**config.mk**
```make
export PLATFORM = sky130hd
export DESIGN_NAME = trq_ctrl
export DESIGN_NICKNAME = d
export VERILOG_FILES = /design/src/trq_pkg.sv /design/src/trq_ctrl.sv
export SDC_FILE = /design/constraint.sdc
export NUM_CORES = 1
export LEC_CHECK = 0
export ABC_AREA = 1
export ABC_CLOCK_PERIOD_IN_PS = 2500
export BUFFER_PORTS_ARGS = -buffer_cell sky130_fd_sc_hd__buf_4
export CAP_MARGIN = 15
export CORE_AREA = 2 2 39 41
export DETAILED_ROUTE_END_ITERATION = 10
export DIE_AREA = 0 0 41 43
export GPL_TIMING_DRIVEN = 0
export SLEW_MARGIN = 20
export SYNTH_ARGS = -nofsm -noshare
export SYNTH_HDL_FRONTEND = slang
export SYNTH_SLANG_ARGS = --single-unit
```
**constraint.sdc**
```tcl
create_clock -name clk -period 2.5 [get_ports clk]
set_input_delay 0.25 -clock clk [delete_from_list [all_inputs] [get_ports clk]]
set_output_delay 0.25 -clock clk [all_outputs]
set_load 0.1 [all_outputs]
```
**src/trq_pkg.sv**
```systemverilog
// trq_pkg: shared types and constants for the timeline retirement queue.
// Used by trq_ctrl, trq_dp and timeline_retirement_queue. No dependencies.
`default_nettype none

package trq_pkg;

  // Default sizing
  localparam int DEPTH_DEF    = 64;
  localparam int TAG_BITS_DEF = 16;

  // Fixed field widths
  localparam int POINT_W = 64;
  localparam int MODE_W  = 2;
  localparam int CODE_W  = 2;

  // Command modes
  localparam logic [MODE_W-1:0] MODE_ENQ   = 2'd0;
  localparam logic [MODE_W-1:0] MODE_DRAIN = 2'd1;
  localparam logic [MODE_W-1:0] MODE_FLUSH = 2'd2;

  // Result codes
  localparam logic [CODE_W-1:0] CODE_RETIRED = 2'd0;
  localparam logic [CODE_W-1:0] CODE_QUEUED  = 2'd1;
  localparam logic [CODE_W-1:0] CODE_FULL    = 2'd2;
  localparam logic [CODE_W-1:0] CODE_NONE    = 2'd3;

  // Controller states
  typedef enum logic [1:0] {
    ST_IDLE  = 2'b01,
    ST_DRAIN = 2'b10
  } trq_state_t;

  // Controller to datapath commands
  typedef struct packed {
    logic enq;          // enqueue accepted this cycle
    logic start_drain;  // drain or flush accepted: latch operands
    logic pop;          // retire head entry
    logic emit_pend;    // send held retired tag
    logic emit_last;    // held tag is the final result
    logic emit_none;    // send "nothing retired" result
    logic finish;       // drain or flush done: settle pointers and max
  } trq_cmd_t;

  // Datapath to controller status
  typedef struct packed {
    logic head_ok;      // head entry exists and may retire
  } trq_stat_t;

endpackage

`default_nettype wire

```
**src/trq_ctrl.sv**
```systemverilog
// trq_ctrl: command sequencer for the timeline retirement queue.
// Depends on trq_pkg; drives trq_dp through trq_cmd_t.
`default_nettype none

module trq_ctrl
  import trq_pkg::*;
(
  input  wire logic              clk,
  input  wire logic              rst_n,
  input  wire logic              start,
  input  wire logic [MODE_W-1:0] in_mode,
  input  wire trq_stat_t         stat,
  output logic                   busy,
  output trq_cmd_t               cmd
);

  trq_state_t state_r, state_nxt;
  logic       have_pend_r, have_pend_nxt;

  assign busy = (state_r == ST_DRAIN);

  // Next state and command decode
  always_comb begin
    state_nxt     = state_r;
    have_pend_nxt = have_pend_r;
    cmd           = '0;
    case (state_r)
      ST_IDLE: begin
        if (start) begin
          case (in_mode)
            MODE_ENQ: cmd.enq = 1'b1;
            MODE_DRAIN, MODE_FLUSH: begin
              cmd.start_drain = 1'b1;
              have_pend_nxt   = 1'b0;
              state_nxt       = ST_DRAIN;
            end
            default: cmd.emit_none = 1'b1;
          endcase
        end
      end
      ST_DRAIN: begin
        if (stat.head_ok) begin
          // pop head; previously held tag is known not to be last
          cmd.pop       = 1'b1;
          cmd.emit_pend = have_pend_r;
          have_pend_nxt = 1'b1;
        end else begin
          cmd.finish    = 1'b1;
          cmd.emit_pend = have_pend_r;
          cmd.emit_last = have_pend_r;
          cmd.emit_none = !have_pend_r;
          have_pend_nxt = 1'b0;
          state_nxt     = ST_IDLE;
        end
      end
      default: state_nxt = ST_IDLE;
    endcase
  end

  // State registers
  always_ff @(posedge clk) begin
    if (!rst_n) begin
      state_r     <= ST_IDLE;
      have_pend_r <= 1'b0;
    end else begin
      state_r     <= state_nxt;
      have_pend_r <= have_pend_nxt;
    end
  end

endmodule

`default_nettype wire

```
After elaboration in Yosys (flattened, before gate mapping)
Cells that the tools add are included.

word-level totals
  register bits = 3
  logic and storage cells = 34
  bits of input ports = 6
  output and inout port bits = 8

cells by class
  reductions and logical operators = 7
  muxes and demuxes = 18
  equal/unequal tests = 7

operator list
  cell                                                    count
  two-way mux 2 bit                                       5
  two-way mux 1 bit                                       8
  two-way mux 3 bit                                       2
  AND reduction 3 bit                                     2
  == test 2 x 1 -> 1 bit (second input constant)          2
  == test 2 bit (second input constant)                   2
  inequality test 2 bit (second input constant)           2
  one-hot mux 1 bit (2 select lines)                      2
  one-hot mux 2 bit (2 select lines)                      1
  OR reduction 3 bit                                      1
  zero test 2 bit                                         1
  inequality test 2 x 1 -> 1 bit (second input constant)  1
  nonzero test 2 bit                                      1
  OR reduction 2 bit                                      1
  zero test 1 bit                                         1

Longest topological paths before layout
  depth after elaboration = 5
  mapped depth = 8
  depth with buffers taken out = 8

Worst setup path before layout
OpenSTA, ideal clock, no wires.

  path type = flip-flop to output port
  from = register state_r[0]
  to = output port cmd[2] (netlist name)
  data required time = 2.250 ns
  slack = -1.116 ns
  cell stages (with the launch flop) = 5
  data arrival time = 3.366 ns
  path buffers = 0
  path through = dfxtp_1 > inv_1 > ha_1 > inv_2 > nor3_1

RTL lines
  what                    RTL line        RTL
  from (decl)             trq_ctrl.sv:17  trq_state_t state_r, state_nxt;
  from (signal assigned)  trq_ctrl.sv:66  state_r <= state_nxt;
  to (decl)               trq_ctrl.sv:14  output trq_cmd_t cmd

==> impl_metrics.toml <==
[routing]
vias = 320
drtIter0Drc = 3
ant_nets = 0
vias_per_cell = 3.95
post_drt_wl_per_cell_um = 8.05
drc = 0
dr.pass1.iters = 4
wl_um = 652

[global_route]
top_usage_layer = "met2"
grt_overflow = 0
grt_util_met1_pct = 10.5
grt_pass1_vias = 306
grt_pass1_wl_um = 1110
grt_util_met2_pct = 14.4
grt_util_met3_pct = 4.71
grt_usage_pct = 9.12
antenna_found_initial = 0
grt_max_degree = 6

[sta]
whs_ns = 0.236
finalClockSkew_ns = 0.000532
slew_headroom_pct = 81.6
tns_ns = 0
finalHoldViolCount = 0
slew_violations = 0
setup_viol = 0
layout_setup_ws_ns = 0.729
period_share_pct = 70.9
worstMarginPinSlew_ns = 0.278
period_needed_ns = 1.77
max_freq_mhz = 565
rsz0062_at_grt = "no"

[worst_hold_path]
worstHoldPathCells = 2
min_to = "state_r[0]"
hold_path.class = "in2reg"
min_from = "rst_n"

[clock_tree]
worstSkewPairLatency_ns = 0.23
path_clk_slew_ns = 0.03
clkSinkCount = 3
cts_buffers = 3
post_cts_buffers = 0
cts_hold_buf = 0
cts_resized = 0
cts-root-buf = "clkbuf_4"
cts_tree = "yes"
clock_path_buffers = 2
htreeDepth = 1

[placement]
gp_congestion = 0.723
io_buffer_count = 13
place_ws_ns = 0.973
dp_hpwl_um = 536

[setup_path]
worst_setup_path_start_kind = "register"
crit_fanout = 4
arrival_ns = 1.52
cp_cell_sequence = "inv_1 -> ha_4 -> inv_2 -> nor2_4 -> nand2_1 -> a21oi_4 -> buf_4"
r2r-start = "state_r[0]"
endpoint_kind = "primary output"
rrSetupSlack_ns = 1.37
path_buf_inv = 3
cp_slowest_cell = "dfxtp_1"
max_stage_delay_ns = 0.34
crit_required_ns = 2.25
reg2reg_to = "have_pend_r"
critical_path_depth = 7
cp_top_family = "buffers and inverters"
r2r_cells = 7
path_class = "reg2out"

[power]
p_total_mw = 0.643
cellPowerDensity_nw_per_um2 = 1280
ir_worst_vdd_v = 0.000381
p_leak_nw = 0.289

[synthesis]
synth_cells = 48
ys_seq_area_share_pct = 18.6
syn_area_um2 = 323
syn_area_per_cell_um2 = 6.73
synth_nets = 59
ys_types = 16
yosysWarningCount = 0
ys_ff_latch = 3

[layout]
num_antenna_cells = 0
nets = 77
drive_gt1_share_pct = 46.2
area_growth_pct = 55.4

[die]
die-area_um2 = 1760
ioPinCount = 14
initial_core_util_pct = 23.3
die_w_um = 41
die_h_um = 43
core_um2 = 1380
num_rows = 14

[run]
cap_violations = 0

[run_status]
run_status = "finished, final reports clean"
final cells by class:
cell class | count | area [µm²]
Buffer | 1 | 7.51
Timing Repair Buffer | 13 | 97.6
Multi-Input combinational cell | 30 | 238
Tap cell | 16 | 20.0
Inverter | 14 | 52.6
Sequential cell | 3 | 60.1
Clock buffer | 4 | 26.3
Fill cell | 155 | 882
logic make-up after synthesis:
family / Yosys count / synth area share, %
adder cells (fa/ha/maj): 5 / 19.4
buffers and inverters: 15 / 18.6
AND/OR/NAND/NOR: 24 / 40.7
flip-flops: 3 / 18.6
AO/OA/AOI/OAI: 1 / 2.71
where the power goes:
group / switching (mW) / leakage [nW] / internal [mW]
Clock: 0.0249 / 0.0150 / 0.0598
Combinational: 0.311 / 0.249 / 0.150
Sequential: 0.0237 / 0.0249 / 0.0734
Total: 0.360 / 0.289 / 0.283
sequential cells by signal, indices dropped and copies added, names as in the netlist:
| register | cells |
|---|---|
| have_pend_r | 1 |
| state_r | 2 |
cells in the final DEF, fill, tap and decap left out, types with 2 or more instances in the layout:
master / instances
nand3_1: 3
dfxtp_1: 3
nand2_4: 2
inv_2: 4
nand4_1: 2
clkbuf_4: 3
inv_1: 10
ha_1: 4
nor2_1: 3
buf_4: 14
nor3_2: 2
nand2_1: 8
routing by layer:
| metal | routed length [µm] | vias to the layer above |
|---|---|---|
| met2 | 294 | 10 |
| met3 | 60 | 0 |
| li1 | - | 176 |
| met5 | 0 | - |
| met4 | 0 | 0 |
| met1 | 298 | 134 |
cells in the mapped netlist:
master	n	area, µm²
inv_1	10	37.5
inv_2	4	15.0
nor3_1	2	10.0
buf_4	1	7.51
nand2_4	2	22.5
nand4_1	2	12.5
nor2_1	3	11.3
nand3_2	1	10.0
nand2_1	8	30.0
nand3b_1	1	7.51
nand3_1	3	15.0
nand2_2	1	6.26
nor2_2	1	6.26
ha_1	5	62.6
a21oi_2	1	8.76
dfxtp_1	3	60.1
how the worst max path moves through the flow:
stage | slack, ns | from | to
floorplan | 0.06 | state_r[0] | cmd[1]
global route | 0.63 | state_r[0] | cmd[1]
detailed placement | 0.97 | state_r[0] | cmd[1]
global placement | 0.99 | state_r[0] | cmd[1]
CTS | 0.72 | state_r[0] | cmd[1]
finish | 0.73 | state_r[0] | cmd[1]
through the flow:
step / cell area (µm²) / cells / util, %
after global routing: 502 / 81 / 36.3
after CTS: 502 / 81 / 36.3
after global placement: 475 / 77 / 34.4
after detailed placement: 475 / 77 / 34.4
after floorplan: 358 / 48 / -
final: 502 / 81 / 36.3
Note: power is estimated with default switching activity, not from simulation.
